File: src/rtl/core/rc_pkg.sv
`timescale 1ns / 1ps
// ----------------------------------------------------------------------------
// rc_pkg: shared types and constants of the reachability closure block
// widths, item codes, the token that travels down the cell chain, row helpers
// ----------------------------------------------------------------------------
package rc_pkg;

  // vertex fields are six bits wide, one cell per addressable vertex
  localparam int VTX_W        = 6;
  localparam int MAX_VERTICES = 2 ** VTX_W;
  localparam int CNT_W        = $clog2(MAX_VERTICES + 1);
  localparam int CFG_W        = 7;
  localparam int CFG_AW       = 2;
  localparam int VC_RESET     = 64;

  // item kinds on the input channel
  localparam logic [1:0] KIND_ADD   = 2'd0;
  localparam logic [1:0] KIND_CLOSE = 2'd1;
  localparam logic [1:0] KIND_QUERY = 2'd2;

  // register addresses
  localparam logic [CFG_AW-1:0] ADDR_VC = '0;

  typedef logic [MAX_VERTICES-1:0] row_t;

  typedef enum logic [1:0] {
    OP_ADD,
    OP_FETCH,
    OP_APPLY,
    OP_QUERY
  } op_t;

  typedef struct packed {
    logic             valid;
    op_t              op;
    logic [VTX_W-1:0] a;
    logic [VTX_W-1:0] b;
    logic [CNT_W-1:0] n;
    row_t             data;
    logic             hit;
    logic             oor;
  } tok_t;

  function automatic row_t ident_row(input logic [VTX_W-1:0] idx);
    row_t r;
    r      = '0;
    r[idx] = 1'b1;
    return r;
  endfunction

  // bits below n set, the rest clear
  function automatic row_t low_mask(input logic [CNT_W-1:0] n);
    row_t r;
    for (int j = 0; j < MAX_VERTICES; j++) begin
      r[j] = (CNT_W'(j) < n);
    end
    return r;
  endfunction

endpackage

File: src/rtl/core/rc_seq.sv
`timescale 1ns / 1ps
// ----------------------------------------------------------------------------
// rc_seq: token sequencer at the head of the cell chain
// turns items into tokens and steps the closure one pivot at a time
// ----------------------------------------------------------------------------
module rc_seq import rc_pkg::*; (
  input  logic             clk,
  input  logic             rst_n,
  input  logic             adv,
  input  logic             in_valid,
  input  logic [1:0]       in_kind,
  input  logic [VTX_W-1:0] in_a,
  input  logic [VTX_W-1:0] in_b,
  input  logic [CNT_W-1:0] n_act,
  input  tok_t             tail,
  output logic             in_ready,
  output tok_t             head
);

  localparam logic [1:0] S_RUN   = 2'd0;
  localparam logic [1:0] S_WAITF = 2'd1;
  localparam logic [1:0] S_APPLY = 2'd2;
  localparam logic [1:0] S_FETCH = 2'd3;

  logic [1:0]       state_r, state_nxt;
  logic [VTX_W-1:0] k_r, k_nxt;
  logic [CNT_W-1:0] nsnap_r, nsnap_nxt;
  row_t             pivot_r, pivot_nxt;
  logic             in_rng;

  assign in_rng   = ({1'b0, in_a} < n_act) && ({1'b0, in_b} < n_act);
  assign in_ready = (state_r == S_RUN) && adv;

  always_comb begin
    state_nxt = state_r;
    k_nxt     = k_r;
    nsnap_nxt = nsnap_r;
    pivot_nxt = pivot_r;
    head      = '0;
    head.a    = in_a;
    head.b    = in_b;
    unique case (state_r)
      S_RUN: begin
        if (in_valid && adv) begin
          case (in_kind)
            KIND_ADD: begin
              if (in_rng) begin
                head.valid = 1'b1;
                head.op    = OP_ADD;
              end
            end
            KIND_QUERY: begin
              head.valid = 1'b1;
              head.op    = OP_QUERY;
              head.oor   = !in_rng;
            end
            KIND_CLOSE: begin
              if (n_act != '0) begin
                nsnap_nxt  = n_act;
                k_nxt      = '0;
                head.valid = 1'b1;
                head.op    = OP_FETCH;
                head.a     = '0;
                head.n     = n_act;
                state_nxt  = S_WAITF;
              end
            end
            default: ;
          endcase
        end
      end
      S_WAITF: begin
        if (adv && tail.valid && (tail.op == OP_FETCH)) begin
          pivot_nxt = tail.data & low_mask(nsnap_r);
          state_nxt = S_APPLY;
        end
      end
      S_APPLY: begin
        if (adv) begin
          head.valid = 1'b1;
          head.op    = OP_APPLY;
          head.a     = k_r;
          head.n     = nsnap_r;
          head.data  = pivot_r;
          if (CNT_W'({1'b0, k_r}) + CNT_W'(1) == nsnap_r) begin
            state_nxt = S_RUN;
          end else begin
            k_nxt     = k_r + VTX_W'(1);
            state_nxt = S_FETCH;
          end
        end
      end
      S_FETCH: begin
        if (adv) begin
          head.valid = 1'b1;
          head.op    = OP_FETCH;
          head.a     = k_r;
          head.n     = nsnap_r;
          state_nxt  = S_WAITF;
        end
      end
      default: state_nxt = S_RUN;
    endcase
  end

  always_ff @(posedge clk) begin
    if (!rst_n) begin
      state_r <= S_RUN;
      k_r     <= '0;
      nsnap_r <= '0;
    end else begin
      state_r <= state_nxt;
      k_r     <= k_nxt;
      nsnap_r <= nsnap_nxt;
    end
  end

  always_ff @(posedge clk) begin
    pivot_r <= pivot_nxt;
  end

endmodule

File: config.mk
export PLATFORM = sky130hd
export DESIGN_NAME = rc_seq
export DESIGN_NICKNAME = d
export VERILOG_FILES = /design/src/rtl/core/rc_pkg.sv /design/src/rtl/core/rc_seq.sv
export SDC_FILE = /design/constraint.sdc
export NUM_CORES = 1
export LEC_CHECK = 0
export CAP_MARGIN = 20
export CORE_MARGIN = 4
export CORE_UTILIZATION = 65
export DETAILED_ROUTE_END_ITERATION = 16
export DONT_BUFFER_PORTS = 1
export PLACE_DENSITY_LB_ADDON = 0.25
export SLEW_MARGIN = 20
export SYNTH_ARGS = -nofsm -noshare
export SYNTH_HDL_FRONTEND = slang
export SYNTH_SLANG_ARGS = --single-unit
File: constraint.sdc
create_clock -name clk -period 7.5 [get_ports clk]
set_input_delay 0.75 -clock clk [delete_from_list [all_inputs] [get_ports clk]]
set_output_delay 0.75 -clock clk [all_outputs]
set_load 0.005 [all_outputs]
==> impl_results.md <==
* Status: complete, no violations
* Min-Delay Endpoint: state_r[0]
* Crit path DAT at 3.01 ns
* Req. time, crit path at 6.75 ns
* Gr ovfl total at 0
* Hold path depth at 1
* Skew final at 0.006916 ns
* CP Launch Type: flop
* Synth Area in Compound Gates at 18.89%
* First-pass GRT wire length at 18.78 mm
* RR Startpoint: state_r[1]
* Crit path time final at 3.765 ns
* Reg-to-Reg End: k_r[4]
* Max Freq at 0.2656 GHz
* Synth Area in Simple Gates at 23.18%
* Mapped Area at 0.004755 mm2
* Via-per-instance ratio at 6.579
* Area added between synthesis and finish at 3.921%
* Number of global-route vias before repair at 3561
* Cts-stage hold buffer count at 0
* Unrepaired setup endpoints after global routing: false
* Rows at 30
* Port Buf Inserts at 0
* Flops & latches, synth at 79
* TNS Setup at 0 ns
* Initial detailed-routing violation count at 248
* Syn_nets at 629
* Fin Hold WS at 0.5376 ns
* Yosys synthesis warning count at 0
* Post-layout instance area at 0.004941 mm2
* Max FO, Critical Path at 73
* Setup violations, final at 0
* DP Wirelength at 8.845 mm
* Post-synthesis sequential area ratio at 46.74%
* Worst IR drop on VDD at 103.9 uV
* WL final at 12.45 mm
* Reg2reg path depth at 5
* Ys flop type: edfxtp_1
* Routed len/inst at 21.76 um
* Clock slew at reported path FFs at 0.08 ns
* Static Leak at 1.961 nW
* Pwr dens at 186.4 mW/mm2
* Starting Density at 68.47%
* R2r setup slk at 5.01 ns
* Drt pass-1 iters at 5
* Die Y at 93.53 um
* Post-DP Area at 0.004712 mm2
* Avg Cell Area, Syn at 9.490 um2
* Final Hold Fails at 0
* Synth Area in XOR/XNOR at 1.474%
* Post-route DRC at 0
* Hold Crit Start: rst_n
* Fin. max-slew vios at 0
* Mux contribution to synthesized area at 0.4211%
* Largest net degree at the start of global routing at 74
* Top cells by area, synth: edfxtp_1, and3_1, dfxtp_1
* Post-synthesis adder-cell area fraction at 3.947%
* Cts bufs inserted at 9
* H-tree Lvls at 3
* Share of the synthesized area in the top cell type at 40.42%
* Clock Latency Late Sink at 0.35 ns
* CP Class: reg2out
* Post-CTS sizing at 0
* Async set-or-reset flop fraction in the synthesized netlist at 0%
* Layout cell share with drive strength beyond 1 at 6.105%
* CTS tree: done
* Syn Inst Count at 501
* Worst slew pin tran at 1.080 ns
* Clk buf depth at 2
* CP endpoint kind: output port
* Worst Hold Class: in2reg
* Total chip power at 921.1 uW
* RePlAce Congestion at 0.8516
* Initial antenna violation count at 2
* Core area at 0.006944 mm2
* GRT Util Overall at 27.95%
* # clock sinks at 79
* # Max-Cap Violations at 0
* DR vias at 3763
* Period Utilization, post-route at 50.20%
* Slew HR at 28.00%
* Total die area at 0.008747 mm2
* DRT antenna net count at 0
* Number of synthesized flops with an enable pin at 64
* Area leader, netlist: edfxtp_1
* Layout Nets at 598
* Synth cell types at 56
* Largest family of logic cells by synthesized area: simple AND/OR/NAND/NOR gates
* Clock root cell: clkbuf_8
* I/O Pins at 202
* Total setup buffers inserted after CTS at 0
* Die Wd at 93.53 um
[where the power goes]
| group | internal (mW) | total, mW | switching, mW |
|---|---|---|---|
| logic | 0.0337 | 0.0887 | 0.0550 |
| registers | 0.475 | 0.481 | 0.00583 |
| clock network | 0.188 | 0.351 | 0.163 |
[metal layers]
metal | routed length, um | up-vias | GRT usage [%]
li1 | - | 1744 | -
met1 | 4569 | 1780 | 33.87
met2 | 6163 | 203 | 47.35
met3 | 1382 | 32 | 8.286
met4 | 310 | 4 | 9.524
met5 | 20 | - | 0
[flip-flops by register name, summed over array words and instances (netlist names)]
| signal | count |
|---|---|
| k_r | 6 |
| state_r | 2 |
| pivot_r | 64 |
| nsnap_r | 7 |
[stage by stage]
step | cells | setup slack [ns] | util, %
global route | 571 | 3.445 | 71.12
detailed placement | 555 | 4.192 | 67.86
CTS | 571 | 3.783 | 71.03
global placement | 555 | 4.293 | 67.86
floorplan | 501 | 3.056 | -
finish | 572 | 3.735 | 71.15
[cell usage in the layout, fill, tap and decap left out, types with 2 or more instances in the layout]
cell        count
nor4b_2         2
o21a_1         19
edfxtp_1       64
or3_1           3
buf_4           3
xnor2_1         5
dfxtp_1        15
a31o_1          2
o21ai_1         2
xor2_1          3
nor2_1         22
o31ai_1         3
a21boi_0       22
clkinv_2        2
clkinvlp_4      2
nor2b_1        14
a22o_1          6
mux2i_1         2
a21o_1          4
bufinv_16       2
o21ai_0        12
inv_1          12
nand3_1         9
nand2_1        57
ha_1           14
nor3_1          3
nand2b_1        7
a31oi_1         3
and3_1         66
a21oi_1        47
nand4b_1        2
and2_1         10
clkbuf_8        9
[worst max-delay path: stages, from the launching register on]
cell and delay (ns):
dfxtp_1 0.43, ha_2 0.95, nor2_1 0.14, nor2b_1 0.49, nor2b_1 0.43, a22o_1 0.23
[Yosys cell counts (all sizes together) (4+ instances only)]
| cell | number |
|---|---|
| a21oi | 47 |
| a22o | 6 |
| nor2b | 14 |
| o21ai | 14 |
| buf | 15 |
| or3 | 4 |
| a21boi | 22 |
| a31oi | 4 |
| dfxtp | 15 |
| nor2 | 23 |
| a21o | 4 |
| nand3 | 9 |
| clkbuf | 30 |
| o21a | 19 |
| and3 | 66 |
| edfxtp | 64 |
| nand2b | 7 |
| nand2 | 57 |
| ha | 15 |
| and2 | 10 |
| inv | 12 |
| xnor2 | 5 |
[how the worst max path moves through the flow]
| stage | start | slack, ns | to | cells after the start |
|---|---|---|---|---|
| floorplan | adv | 3.06 | pivot_r[0] | 4 |
| global placement | state_r[1] | 4.29 | head[79] | 5 |
| detailed placement | state_r[1] | 4.19 | head[79] | 5 |
| CTS | state_r[1] | 3.78 | head[79] | 5 |
| global route | state_r[1] | 3.45 | head[80] | 5 |
| finish | state_r[1] | 3.74 | head[79] | 5 |
[cell type report]
class	count	area, um2
antenna	1	2.502
clock buffer	9	123.9
clock inverter	7	96.34
fill	546	2003
inverter	13	48.80
multi-input combinational	364	2305
sequential	79	2222
tap	96	120.1
timing repair buffer	3	22.52
[kinds of logic (layout without fill, tap and decap cells)]
logic type / Yosys count / in the layout
XOR/XNOR: 8 / 8
buffers and inverters: 58 / 32
AO/OA/AOI/OAI: 133 / 133
adder cells (fa/ha/maj): 15 / 15
multiplexers: 2 / 2
other: 1 / 2
flip-flops: 79 / 79
AND/OR/NAND/NOR: 205 / 205
Note: power is estimated with default switching activity, not from simulation.
