### src/rtl/core/rc_pkg.sv
`timescale 1ns / 1ps
// ----------------------------------------------------------------------------
// rc_pkg: shared types and constants of the reachability closure block
// widths, item codes, the token that travels down the cell chain, row helpers
// ----------------------------------------------------------------------------
package rc_pkg;

  // vertex fields are six bits wide, one cell per addressable vertex
  localparam int VTX_W        = 6;
  localparam int MAX_VERTICES = 2 ** VTX_W;
  localparam int CNT_W        = $clog2(MAX_VERTICES + 1);
  localparam int CFG_W        = 7;
  localparam int CFG_AW       = 2;
  localparam int VC_RESET     = 64;

  // item kinds on the input channel
  localparam logic [1:0] KIND_ADD   = 2'd0;
  localparam logic [1:0] KIND_CLOSE = 2'd1;
  localparam logic [1:0] KIND_QUERY = 2'd2;

  // register addresses
  localparam logic [CFG_AW-1:0] ADDR_VC = '0;

  typedef logic [MAX_VERTICES-1:0] row_t;

  typedef enum logic [1:0] {
    OP_ADD,
    OP_FETCH,
    OP_APPLY,
    OP_QUERY
  } op_t;

  typedef struct packed {
    logic             valid;
    op_t              op;
    logic [VTX_W-1:0] a;
    logic [VTX_W-1:0] b;
    logic [CNT_W-1:0] n;
    row_t             data;
    logic             hit;
    logic             oor;
  } tok_t;

  function automatic row_t ident_row(input logic [VTX_W-1:0] idx);
    row_t r;
    r      = '0;
    r[idx] = 1'b1;
    return r;
  endfunction

  // bits below n set, the rest clear
  function automatic row_t low_mask(input logic [CNT_W-1:0] n);
    row_t r;
    for (int j = 0; j < MAX_VERTICES; j++) begin
      r[j] = (CNT_W'(j) < n);
    end
    return r;
  endfunction

endpackage

### src/rtl/core/rc_cell.sv
`timescale 1ns / 1ps
// ----------------------------------------------------------------------------
// rc_cell: one row of the adjacency matrix
// holds its row, acts on the token passing by and hands it to the next cell
// ----------------------------------------------------------------------------
module rc_cell import rc_pkg::*; (
  input  logic             clk,
  input  logic             rst_n,
  input  logic             adv,
  input  logic [VTX_W-1:0] idx,
  input  tok_t             tok_i,
  output tok_t             tok_o
);

  row_t row_r, row_nxt;
  tok_t tok_r, tok_nxt;

  always_comb begin
    row_nxt = row_r;
    tok_nxt = tok_i;
    if (tok_i.valid) begin
      case (tok_i.op)
        OP_ADD: begin
          if (tok_i.a == idx) row_nxt[tok_i.b] = 1'b1;
          if (tok_i.b == idx) row_nxt[tok_i.a] = 1'b1;
        end
        OP_FETCH: begin
          if (tok_i.a == idx) tok_nxt.data = row_r;
        end
        OP_APPLY: begin
          // pivot row arrives already masked to the vertices in use
          if (({1'b0, idx} < tok_i.n) && row_r[tok_i.a]) row_nxt = row_r | tok_i.data;
        end
        OP_QUERY: begin
          if (tok_i.a == idx) tok_nxt.hit = row_r[tok_i.b];
        end
        default: ;
      endcase
    end
  end

  always_ff @(posedge clk) begin
    if (!rst_n) begin
      row_r       <= ident_row(idx);
      tok_r.valid <= 1'b0;
    end else if (adv) begin
      row_r <= row_nxt;
      tok_r <= tok_nxt;
    end
  end

  assign tok_o = tok_r;

endmodule

### config.mk
export PLATFORM = sky130hd
export DESIGN_NAME = rc_cell
export DESIGN_NICKNAME = d
export VERILOG_FILES = /design/src/rtl/core/rc_pkg.sv /design/src/rtl/core/rc_cell.sv
export SDC_FILE = /design/constraint.sdc
export NUM_CORES = 1
export LEC_CHECK = 0
export CAP_MARGIN = 5
export CORE_ASPECT_RATIO = 0.7
export CORE_MARGIN = 4
export CORE_UTILIZATION = 55
export DETAILED_ROUTE_END_ITERATION = 6
export DONT_BUFFER_PORTS = 1
export PLACE_DENSITY_LB_ADDON = 0.15
export RECOVER_POWER = 25
export SYNTH_ARGS = -nofsm -noshare
export SYNTH_HDL_FRONTEND = slang
export SYNTH_SLANG_ARGS = --single-unit
### constraint.sdc
create_clock -name clk -period 8.85 [get_ports clk]
set_clock_uncertainty 0.2 [all_clocks]
set_input_delay 0.4425 -clock clk [delete_from_list [all_inputs] [get_ports clk]]
set_output_delay 0.4425 -clock clk [all_outputs]
set_load 0.02 [all_outputs]
==> results of run 1 <==
[power breakdown]
part	internal (mW)	switching (mW)
combinational	0.0870	0.104
clock	0.414	0.294
sequential	0.867	0.0909
total	1.37	0.489
[synthesized netlist by cell type, types with 3 or more instances]
| cell | instances |
|---|---|
| sky130_fd_sc_hd__a211oi_1 | 6 |
| sky130_fd_sc_hd__a21oi_1 | 50 |
| sky130_fd_sc_hd__a221oi_1 | 34 |
| sky130_fd_sc_hd__a22oi_1 | 12 |
| sky130_fd_sc_hd__a31oi_1 | 3 |
| sky130_fd_sc_hd__and2_1 | 5 |
| sky130_fd_sc_hd__and3_1 | 5 |
| sky130_fd_sc_hd__and3b_1 | 3 |
| sky130_fd_sc_hd__buf_1 | 10 |
| sky130_fd_sc_hd__buf_2 | 15 |
| sky130_fd_sc_hd__buf_4 | 5 |
| sky130_fd_sc_hd__buf_6 | 7 |
| sky130_fd_sc_hd__clkbuf_1 | 26 |
| sky130_fd_sc_hd__edfxtp_1 | 151 |
| sky130_fd_sc_hd__ha_1 | 5 |
| sky130_fd_sc_hd__inv_1 | 6 |
| sky130_fd_sc_hd__mux2_1 | 60 |
| sky130_fd_sc_hd__mux2_2 | 9 |
| sky130_fd_sc_hd__mux2i_1 | 25 |
| sky130_fd_sc_hd__mux4_2 | 15 |
| sky130_fd_sc_hd__nand2_1 | 20 |
| sky130_fd_sc_hd__nand2b_1 | 6 |
| sky130_fd_sc_hd__nand3_1 | 15 |
| sky130_fd_sc_hd__nand3b_1 | 8 |
| sky130_fd_sc_hd__nor2_1 | 23 |
| sky130_fd_sc_hd__nor2b_1 | 18 |
| sky130_fd_sc_hd__nor3_1 | 8 |
| sky130_fd_sc_hd__nor3b_1 | 6 |
| sky130_fd_sc_hd__o21ai_0 | 110 |
| sky130_fd_sc_hd__o221ai_1 | 42 |
| sky130_fd_sc_hd__o22ai_1 | 3 |
| sky130_fd_sc_hd__or2_2 | 8 |
| sky130_fd_sc_hd__or3_1 | 3 |
| sky130_fd_sc_hd__xor2_1 | 10 |
[state kept, by name, summed over array words and instances (netlist names)]
register,count
row_r,64
tok_o,88
[metrics by stage]
stage / area, sq um / std cells / util (%) / hold WS [ps]
after floorplan: 9070 / 767 / - / 341
after global placement: 9110 / 934 / 57.6 / 341
after detailed placement: 9110 / 934 / 57.6 / 341
after CTS: 9910 / 988 / 62.6 / 4.07
after global routing: 9910 / 988 / 62.6 / 6.74
final: 9910 / 988 / 62.6 / 9.57
[placed cells by master, fill, tap and decap left out, types with 18 or more instances in the layout]
cell type and n:
sky130_fd_sc_hd__a221oi_1 34, sky130_fd_sc_hd__mux2i_1 25, sky130_fd_sc_hd__nor2b_1 18, sky130_fd_sc_hd__edfxtp_1 151, sky130_fd_sc_hd__o21ai_0 110, sky130_fd_sc_hd__o221ai_1 42
sky130_fd_sc_hd__nor2_1 23, sky130_fd_sc_hd__a21oi_1 50, sky130_fd_sc_hd__nand2_1 20, sky130_fd_sc_hd__dlygate4sd3_1 23, sky130_fd_sc_hd__mux2_1 60
[cell families after synthesis]
logic type                 after synthesis  synth area share (%)
xor gates and xnor gates                12                  1.16
buffers and inverters                   69                  3.85
adders and majority gates                5                 0.690
muxes                                  109                  15.1
and+or+nand+nor                        145                  9.59
AOI/OAI and AO/OA                      275                  19.4
DFF                                    152                  50.2
[cell type report]
class,instances,area share (%)
tap,220,2.78
clock inverter,11,1.28
timing repair buffer,33,3.08
sequential,152,46.0
inverter,6,0.227
multi-input combinational,546,42.3
clock buffer,20,4.41
[worst max path at each step]
stage / start / end / depth (start not counted)
floorplan: tok_i[82] / row_r[0]$_DFFE_PP_ / 6
finish: row_r[31]$_DFFE_PP_ / row_r[40]$_DFFE_PP_ / 7
global route: row_r[31]$_DFFE_PP_ / row_r[0]$_DFFE_PP_ / 7
detailed placement: tok_i[84] / tok_o[30]$_DFFE_PP_ / 6
CTS: row_r[31]$_DFFE_PP_ / row_r[2]$_DFFE_PP_ / 7
global placement: tok_i[82] / row_r[28]$_DFFE_PP_ / 6
[metal layers]
metal	GRT usage, %	wire, um	vias to the layer above
li1	-	-	3086
met1	48.0	12600	3609
met2	46.6	12900	599
met3	12.9	4700	90
met4	11.6	1040	2
met5	0	13	-
==> run summary, run 1 <==
- initial antenna violation count: 1
- TritonCTS sink count: 152
- pin count of the biggest net entering global routing: 88
- clock-pin slew reported for the worst setup and hold paths after clock tree synthesis: 60 ps
- setup ws final: 5820 ps
- H-tree level count: 4
- Die X-Extent: 161 um
- Antenna Violating Nets Remaining: 0
- TritonCTS clock tree: yes
- share of the synthesized area in the top cell type: 50.0%
- Max-Slew Margin vs Limit: 12.8%
- number of setup violations in the final report: 0
- detailed-route wire length per cell: 31.6 um
- total congestion overflow after global routing: 0
- half-perimeter wire length of the detailed placement result: 21.3 mm
- worst path bufs/invs: 1
- share of synthesized flip-flops with an asynchronous set or reset: 0%
- register-to-register setup slack: 5820 ps
- number of top-level design ports: 185
- synthesis-to-finish area growth: 9.24%
- largest delay contributor family on the critical path: simple AND/OR/NAND/NOR gates
- class of the tightest hold or removal check: input port to flop
- cell with the largest stage delay on the worst path: sky130_fd_sc_hd__edfxtp_1
- count of vias placed by the detailed router: 7386
- post-layout min period: 3030 ps
- setup repair after global routing missed its margin: no
- Pins Over Slew Limit: 0
- delay contributed by the slowest stage of the critical path: 520 ps
- overall power consumption: 1.86 mW
- flop and latch count out of synthesis: 152
- mean area per synthesized cell: 11.8 sq um
- final hold violation count: 0
- Longest Clk Path Bufs: 2
- Starting Density: 57.3%
- hold_buf cts: 23
- capture endpoint of the worst hold path: tok_o[87]$_SDFFE_PN0P_
- total routing usage reported by global routing: 33.4%
- Netlist cell types: 59
- reg2reg end: row_r[40]$_DFFE_PP_
- vias in the first global route: 7065
- achievable frequency: 0.330 GHz
- clock latency at the later pin of the worst-skew pair: 420 ps
- Cell Rows: 38
- filler cell count: 1294
- Die Footprint: 18600 sq um
- # nets final: 858
- crit-path max FO: 64
- Yosys top cell by area: sky130_fd_sc_hd__edfxtp_1
- violated checks: design-rule violations
- hold wc startpoint: adv
- critical path, cell by cell: mux4_2, nand2b_1, nand3_1, nand4_1, nor4_1, o311ai_4, buf_4
- routed wire length: 31.3 mm
- Num CTS Buffers: 17
- Leak: 3.19 nW
- layout cell share with drive strength beyond 1: 10.8%
- DRC: 7
- DRT Pass-1 Iters: 7
- number of vias per cell after detailed routing: 7.48
- total of buffers placed on input and output ports: 0
- Starting DRT DRC Count: 1150
- Sum Neg Setup Slack: 0 ps
- fin crit share: 34.3%
- syn nets: 869
- r2r worst-path depth: 7
- DIE HEIGHT: 115 um
- GPL Wtd Cong: 0.967
- Post-Syn Instances: 767
- pin slew with the least headroom to its limit: 1300 ps
- total number of yosys warnings: 0
- number of cells on the worst hold path: 2
- startpoint of the worst-slack reg-to-reg timing path: row_r[31]$_DFFE_PP_
- cell area power density: 188 nW/um^2
- EDFF count, synth: 151
- share of synthesized area occupied by flip-flops and latches: 50.2%
- endpoint type of the worst setup path: flop
- cts repair resizes: 0
- kind of launch point of the worst setup path: flop
- Syn Std Cell Area: 9070 sq um
- antenna cell count: 0
- area occupied by registers: 4550 sq um
- Critical Setup Path Class: flop to flop
- CP arrival: 2900 ps
- clock tree root buffer cell: sky130_fd_sc_hd__clkbuf_16
- Setup WS pre-CTS: 5660 ps
- maximum resistive drop on vdd: 109 uV
- total area of multi-input combinational cells: 4190 sq um
- setup bufs post-CTS: 0
- placeable core region: 15800 sq um
- first-pass GRT wire length: 46.4 mm
- MaxCap Viol Count: 0
- flip-flop cell with the highest count after synthesis: sky130_fd_sc_hd__edfxtp_1
- dominant cells by area after synthesis: sky130_fd_sc_hd__edfxtp_1, sky130_fd_sc_hd__mux2_1, sky130_fd_sc_hd__o21ai_0, sky130_fd_sc_hd__o221ai_1, sky130_fd_sc_hd__mux4_2
- required time of the critical path: 8710 ps
- result of the run: finished with violations
Power figures use the tool's default switching activity.
==> inputs of run 2 (changes only) <==
==> constraint.sdc (replaced) <==
create_clock -name clk -period 2.81 [get_ports clk]
set_clock_uncertainty 0.2 [all_clocks]
set_input_delay 0.1405 -clock clk [delete_from_list [all_inputs] [get_ports clk]]
set_output_delay 0.1405 -clock clk [all_outputs]
set_load 0.02 [all_outputs]
==> run 2 against run 1 <==
Global-route usage up 2.1 points. Critical endpoint is now row_r[38]$_DFFE_PP_. The flow finishes with violations (design-rule violations, max-capacitance violations, max-slew violations). Final area up 11%. Setup slack worse by 5700 ps. Clock-buffer cell count down 1. Register-to-register slack worse by 5600 ps. Critical path type is now input port to flop. Sequential share of layout area down 4.4 points. Routed wire length up 7.0%. Sequential cell count unchanged.
==> run summary, run 2 (synthesized netlist as in run 1, its figures left out) <==
- setup ws final: 154 ps
- most common library cell in the layout ignoring fill and taps: sky130_fd_sc_hd__edfxtp_1
- delay contributed by the slowest stage of the critical path: 740 ps
- register-to-register setup slack: 230 ps
- Starting Density: 57.3%
- largest delay contributor family on the critical path: buffers and inverters
- Die X-Extent: 161 um
- crit-path max FO: 38
- total routing usage reported by global routing: 35.5%
- placeable core region: 15800 sq um
- number of vias per cell after detailed routing: 7.33
- vias in the first global route: 7729
- Longest Clk Path Bufs: 2
- filler cell count: 1165
- cell with the largest stage delay on the worst path: sky130_fd_sc_hd__dlygate4sd3_1
- fin crit share: 94.5%
- Cell Rows: 38
- startpoint of the worst-slack reg-to-reg timing path: row_r[25]$_DFFE_PP_
- setup repair after global routing missed its margin: no
- Starting DRT DRC Count: 1390
- capture endpoint of the worst hold path: tok_o[1]$_DFFE_PP_
- DIE HEIGHT: 115 um
- Setup WS pre-CTS: 301 ps
- TritonCTS clock tree: yes
- detailed-route wire length per cell: 30.6 um
- Antenna Violating Nets Remaining: 0
- result of the run: finished with violations
- routed wire length: 33.5 mm
- TritonCTS sink count: 152
- critical path, cell by cell: dlygate4sd3_1, nor3b_4, nand3_1, nand4_1, nor4_2, o311ai_4, buf_12
- GPL Wtd Cong: 1.00
- clock-pin slew reported for the worst setup and hold paths after clock tree synthesis: 60 ps
- Max-Slew Margin vs Limit: -17.2%
- logic depth of the worst path, buffers included: 7
- clock latency at the later pin of the worst-skew pair: 440 ps
- violated checks: design-rule violations, max-capacitance violations, max-slew violations
- pin slew with the least headroom to its limit: 1760 ps
- reg2reg end: row_r[38]$_DFFE_PP_
- Leak: 3.68 nW
- Finished Core Util: 69.2%
- setup bufs post-CTS: 0
- initial antenna violation count: 0
- synthesis-to-finish area growth: 20.8%
- smallest hold slack: 25.1 ps
- total congestion overflow after global routing: 0
- clock tree root buffer cell: sky130_fd_sc_hd__clkbuf_16
- # nets final: 963
- MaxCap Viol Count: 1
- Die Footprint: 18600 sq um
- pin count of the biggest net entering global routing: 65
- maximum resistive drop on vdd: 394 uV
- Critical Setup Path Class: input port to flop
- total of buffers placed on input and output ports: 0
- r2r worst-path depth: 7
- most frequent cells in the layout: sky130_fd_sc_hd__edfxtp_1, sky130_fd_sc_hd__o21ai_0, sky130_fd_sc_hd__dlygate4sd3_1
- half-perimeter wire length of the detailed placement result: 21.1 mm
- post-layout min period: 2660 ps
- CP arrival: 2580 ps
- first-pass GRT wire length: 49.1 mm
- cell area power density: 540 nW/um^2
- Pins Over Slew Limit: 42
- hold wc startpoint: tok_i[75]
- worst path bufs/invs: 2
- number of cells on the worst hold path: 4
- H-tree level count: 4
- max FFs per register: 88
- DRC: 6
- required time of the critical path: 2730 ps
- achievable frequency: 0.377 GHz
- count of vias placed by the detailed router: 8030
- final hold violation count: 0
- Num CTS Buffers: 17
- kind of launch point of the worst setup path: input port
- endpoint type of the worst setup path: flop
- DRT Pass-1 Iters: 7
- number of setup violations in the final report: 0
- overall power consumption: 5.91 mW
- cts repair resizes: 0
- number of top-level design ports: 185
- layout cell share with drive strength beyond 1: 14.2%
- class of the tightest hold or removal check: input port to flop
[run 2: report_power, final]
group	internal, mW	switching (mW)	total, mW
clock network	1.21	0.947	2.15
registers	2.73	0.276	3.01
logic	0.360	0.392	0.752
total	4.30	1.61	5.91
[run 2: timing repair]
item | in CTS | in global routing
setup endpoints to repair | 0 | 0
endpoints found under the hold margin | 200 | 0
hold buffers | 95 | 0
[run 2: metrics by stage]
stage          instance area (sq um)  TNS [ps]  instances
3_3_place_gp                    9480         0        967
4_1_cts                        11000         0       1094
3_5_place_dp                    9480         0        967
5_1_grt                        11000         0       1094
6_report                       11000         0       1095
2_1_floorplan                   9220    -29560        767
[run 2: metal layers]
layer | vias up | wire length (um) | GRT usage [%]
li1 | 3297 | - | -
met2 | 769 | 13900 | 50.0
met5 | - | 57 | 2.27
met1 | 3841 | 12900 | 49.0
met3 | 121 | 5290 | 15.6
met4 | 2 | 1290 | 13.0
[run 2: final cells by class]
| class | instances | area, sq um | share of cell area (%) |
|---|---|---|---|
| multi-input cells | 546 | 4250 | 38.8 |
| clock inverters | 13 | 104 | 0.948 |
| clock buffers | 19 | 433 | 3.95 |
| flip-flops and latches | 152 | 4550 | 41.6 |
| inverters | 6 | 22.5 | 0.206 |
| diodes | 1 | 2.50 | 0.0228 |
| well taps | 220 | 275 | 2.51 |
| repair buffers | 138 | 1310 | 12.0 |
[run 2: worst min-delay path: cells and delay by family]
family / cells / cell delay (ps)
AO/OA/AOI/OAI: 4 / 380
[run 2: worst max-delay path by stage]
| stage | from | slack (ps) | endpoint |
|---|---|---|---|
| 4_1_cts | tok_i[82] | 250 | row_r[38]$_DFFE_PP_ |
| 3_5_place_dp | row_r[31]$_DFFE_PP_ | 300 | row_r[39]$_DFFE_PP_ |
| 3_3_place_gp | row_r[31]$_DFFE_PP_ | 380 | row_r[37]$_DFFE_PP_ |
| 2_1_floorplan | tok_i[81] | -460 | row_r[0]$_DFFE_PP_ |
| 5_1_grt | adv | 100 | tok_o[52]$_DFFE_PP_ |
| 6_report | tok_i[82] | 150 | row_r[38]$_DFFE_PP_ |
==> inputs of run 3 (changes only) <==
==> constraint.sdc (replaced) <==
create_clock -name clk -period 2.5 [get_ports clk]
set_clock_uncertainty 0.2 [all_clocks]
set_input_delay 0.125 -clock clk [delete_from_list [all_inputs] [get_ports clk]]
set_output_delay 0.125 -clock clk [all_outputs]
set_load 0.02 [all_outputs]
==> run 3 against run 2 <==
The flow still finishes with violations (design-rule violations, max-capacitance violations, max-slew violations). Total power grew 17%. Sequential share of layout area shrank 1.6 points. Global-route usage grew 0.60 points. Routed wire length grew 1.1%. Sequential cell count is the same. Die area is the same. Core utilization grew 2.7 points. Clock-buffer cell count shrank 2. Critical path type is now flop to flop.
==> run summary, run 3 (synthesized netlist as in run 1, its figures left out) <==
- first-pass GRT wire length: 50.4 mm
- post-layout min period: 2450 ps
- TritonCTS sink count: 152
- routed wire length: 33.8 mm
- initial antenna violation count: 1
- most common library cell in the layout ignoring fill and taps: sky130_fd_sc_hd__edfxtp_1
- layout cell share with drive strength beyond 1: 18.5%
- total congestion overflow after global routing: 0
- GPL Wtd Cong: 1.02
- Cell Rows: 38
- cell internal pwr: 5.10 mW
- Pins Over Slew Limit: 42
- filler cell count: 1133
- required time of the critical path: 2470 ps
- CP arrival: 2430 ps
- largest delay contributor family on the critical path: multiplexers
- violated checks: design-rule violations, max-capacitance violations, max-slew violations
- cell with the largest stage delay on the worst path: sky130_fd_sc_hd__mux4_2
- fraction of power consumed by combinational cells: 14.2%
- TritonCTS clock tree: yes
- setup repair after global routing missed its margin: no
- cell area power density: 606 nW/um^2
- clock-pin slew reported for the worst setup and hold paths after clock tree synthesis: 60 ps
- crit-path max FO: 28
- number of vias per cell after detailed routing: 7.20
- Num CTS Buffers: 17
- pin count of the biggest net entering global routing: 47
- detailed-route wire length per cell: 29.7 um
- vias in the first global route: 7991
- number of top-level design ports: 185
- instance area at placement: 9850 sq um
- # nets final: 1010
- count of vias placed by the detailed router: 8200
- half-perimeter wire length of the detailed placement result: 22.3 mm
- achievable frequency: 0.408 GHz
- most frequent cells in the layout: sky130_fd_sc_hd__edfxtp_1, sky130_fd_sc_hd__o21ai_0, sky130_fd_sc_hd__dlygate4sd3_1
- result of the run: finished with violations
- cell area after layout: 11400 sq um
- number of setup violations in the final report: 0
- H-tree level count: 4
- maximum resistive drop on vdd: 406 uV
- setup bufs post-CTS: 0
- Longest Clk Path Bufs: 2
- clock network fraction of total power: 37.5%
- worst path bufs/invs: 1
- critical path, cell by cell: mux4_2, o211ai_1, nand2_1, nor4_4, o311ai_4, buf_12
- net switching fraction of the power: 26.0%
- DIE HEIGHT: 115 um
- delay contributed by the slowest stage of the critical path: 500 ps
- MaxCap Viol Count: 1
- Max-Slew Margin vs Limit: -28.7%
- Starting Density: 57.3%
- clock tree root buffer cell: sky130_fd_sc_hd__clkbuf_16
- smallest hold slack: 36.5 ps
- DRT Pass-1 Iters: 7
- total area of multi-input combinational cells: 4250 sq um
- DRC: 2
- fin crit share: 98.1%
- clock latency at the later pin of the worst-skew pair: 430 ps
- area occupied by registers: 4550 sq um
- Die X-Extent: 161 um
- switching power summed over all nets: 1.80 mW
- endpoint type of the worst setup path: flop
- antenna cell count: 0
- placeable core region: 15800 sq um
- pin slew with the least headroom to its limit: 1930 ps
- max FFs per register: 88
- kind of launch point of the worst setup path: flop
- total of buffers placed on input and output ports: 0
- Antenna Violating Nets Remaining: 0
- Die Footprint: 18600 sq um
- synthesis-to-finish area growth: 25.5%
- part of the power in registers: 48.3%
- Critical Setup Path Class: flop to flop
- Starting DRT DRC Count: 1410
- total routing usage reported by global routing: 36.1%
- Leak: 3.95 nW
- final hold violation count: 0
- class of the tightest hold or removal check: input port to flop
## run 3: cell types whose count changed in the layout (fill, tap and decap cells not counted), moves of 2 or more
| cell | before | now |
|---|---|---|
| sky130_fd_sc_hd__bufinv_16 | 1 | 3 |
| sky130_fd_sc_hd__buf_4 | 39 | 84 |
| sky130_fd_sc_hd__clkbuf_1 | 2 | 0 |
| sky130_fd_sc_hd__buf_12 | 3 | 6 |
## run 3: final cells by class
class                   count  share of cell area, %
clock buffers              17                   3.74
repair buffers            185                   14.9
clock inverters            13                   1.35
inverters                   6                  0.198
flip-flops and latches    152                   40.0
multi-input cells         546                   37.3
well taps                 220                   2.42
## run 3: worst register-to-register path, stage by stage (launching register included)
cell and delay (ps):
sky130_fd_sc_hd__edfxtp_1 430, sky130_fd_sc_hd__mux4_2 500, sky130_fd_sc_hd__o211ai_1 180, sky130_fd_sc_hd__nand2_1 170, sky130_fd_sc_hd__nor4_4 280, sky130_fd_sc_hd__o311ai_4 190
sky130_fd_sc_hd__buf_12 230
## run 3: final timing paths
path	to	from	slack (ps)	cells after the start
worst max-delay path	row_r[32]$_DFFE_PP_	row_r[11]$_DFFE_PP_	50	6
worst min register to register	row_r[11]$_DFFE_PP_	row_r[11]$_DFFE_PP_	470	2
worst min-delay path	row_r[31]$_DFFE_PP_	tok_i[85]	40	3
worst max register to register	row_r[32]$_DFFE_PP_	row_r[11]$_DFFE_PP_	50	6
## run 3: per-stage QoR
stage               setup slack (ps)  power, mW  std cells  util, %  setup TNS [ps]
floorplan                       -756       3.93        767        -          -48410
finish                          46.4       6.90       1139     71.9               0
CTS                             43.7       6.88       1139     71.9               0
detailed placement              56.5       4.18       1014     62.2               0
global placement                89.8       4.16       1014     62.2               0
global route                    4.70       7.14       1139     71.9               0
## run 3: power groups by stage
stage | Clock (mW) | Sequential (mW) | Combinational, mW
global placement | 0 | 3.37 | 0.792
detailed placement | 0 | 3.37 | 0.802
floorplan | 0 | 3.35 | 0.576
finish | 2.59 | 3.33 | 0.978
CTS | 2.60 | 3.32 | 0.950
global route | 2.75 | 3.35 | 1.04
## run 3: layer usage
layer	part of all wire (%)	track usage (%)
met3	15	12.4
met5	0	0
met2	43	53.0
met4	2.9	11.8
met1	39	51.0
## run 3: timing repair
action | CTS | global route
endpoints found under the hold margin | 216 | 0
resized for setup | 0 | 1
endpoints found under the setup margin | 0 | 64
hold buffers | 95 | 0
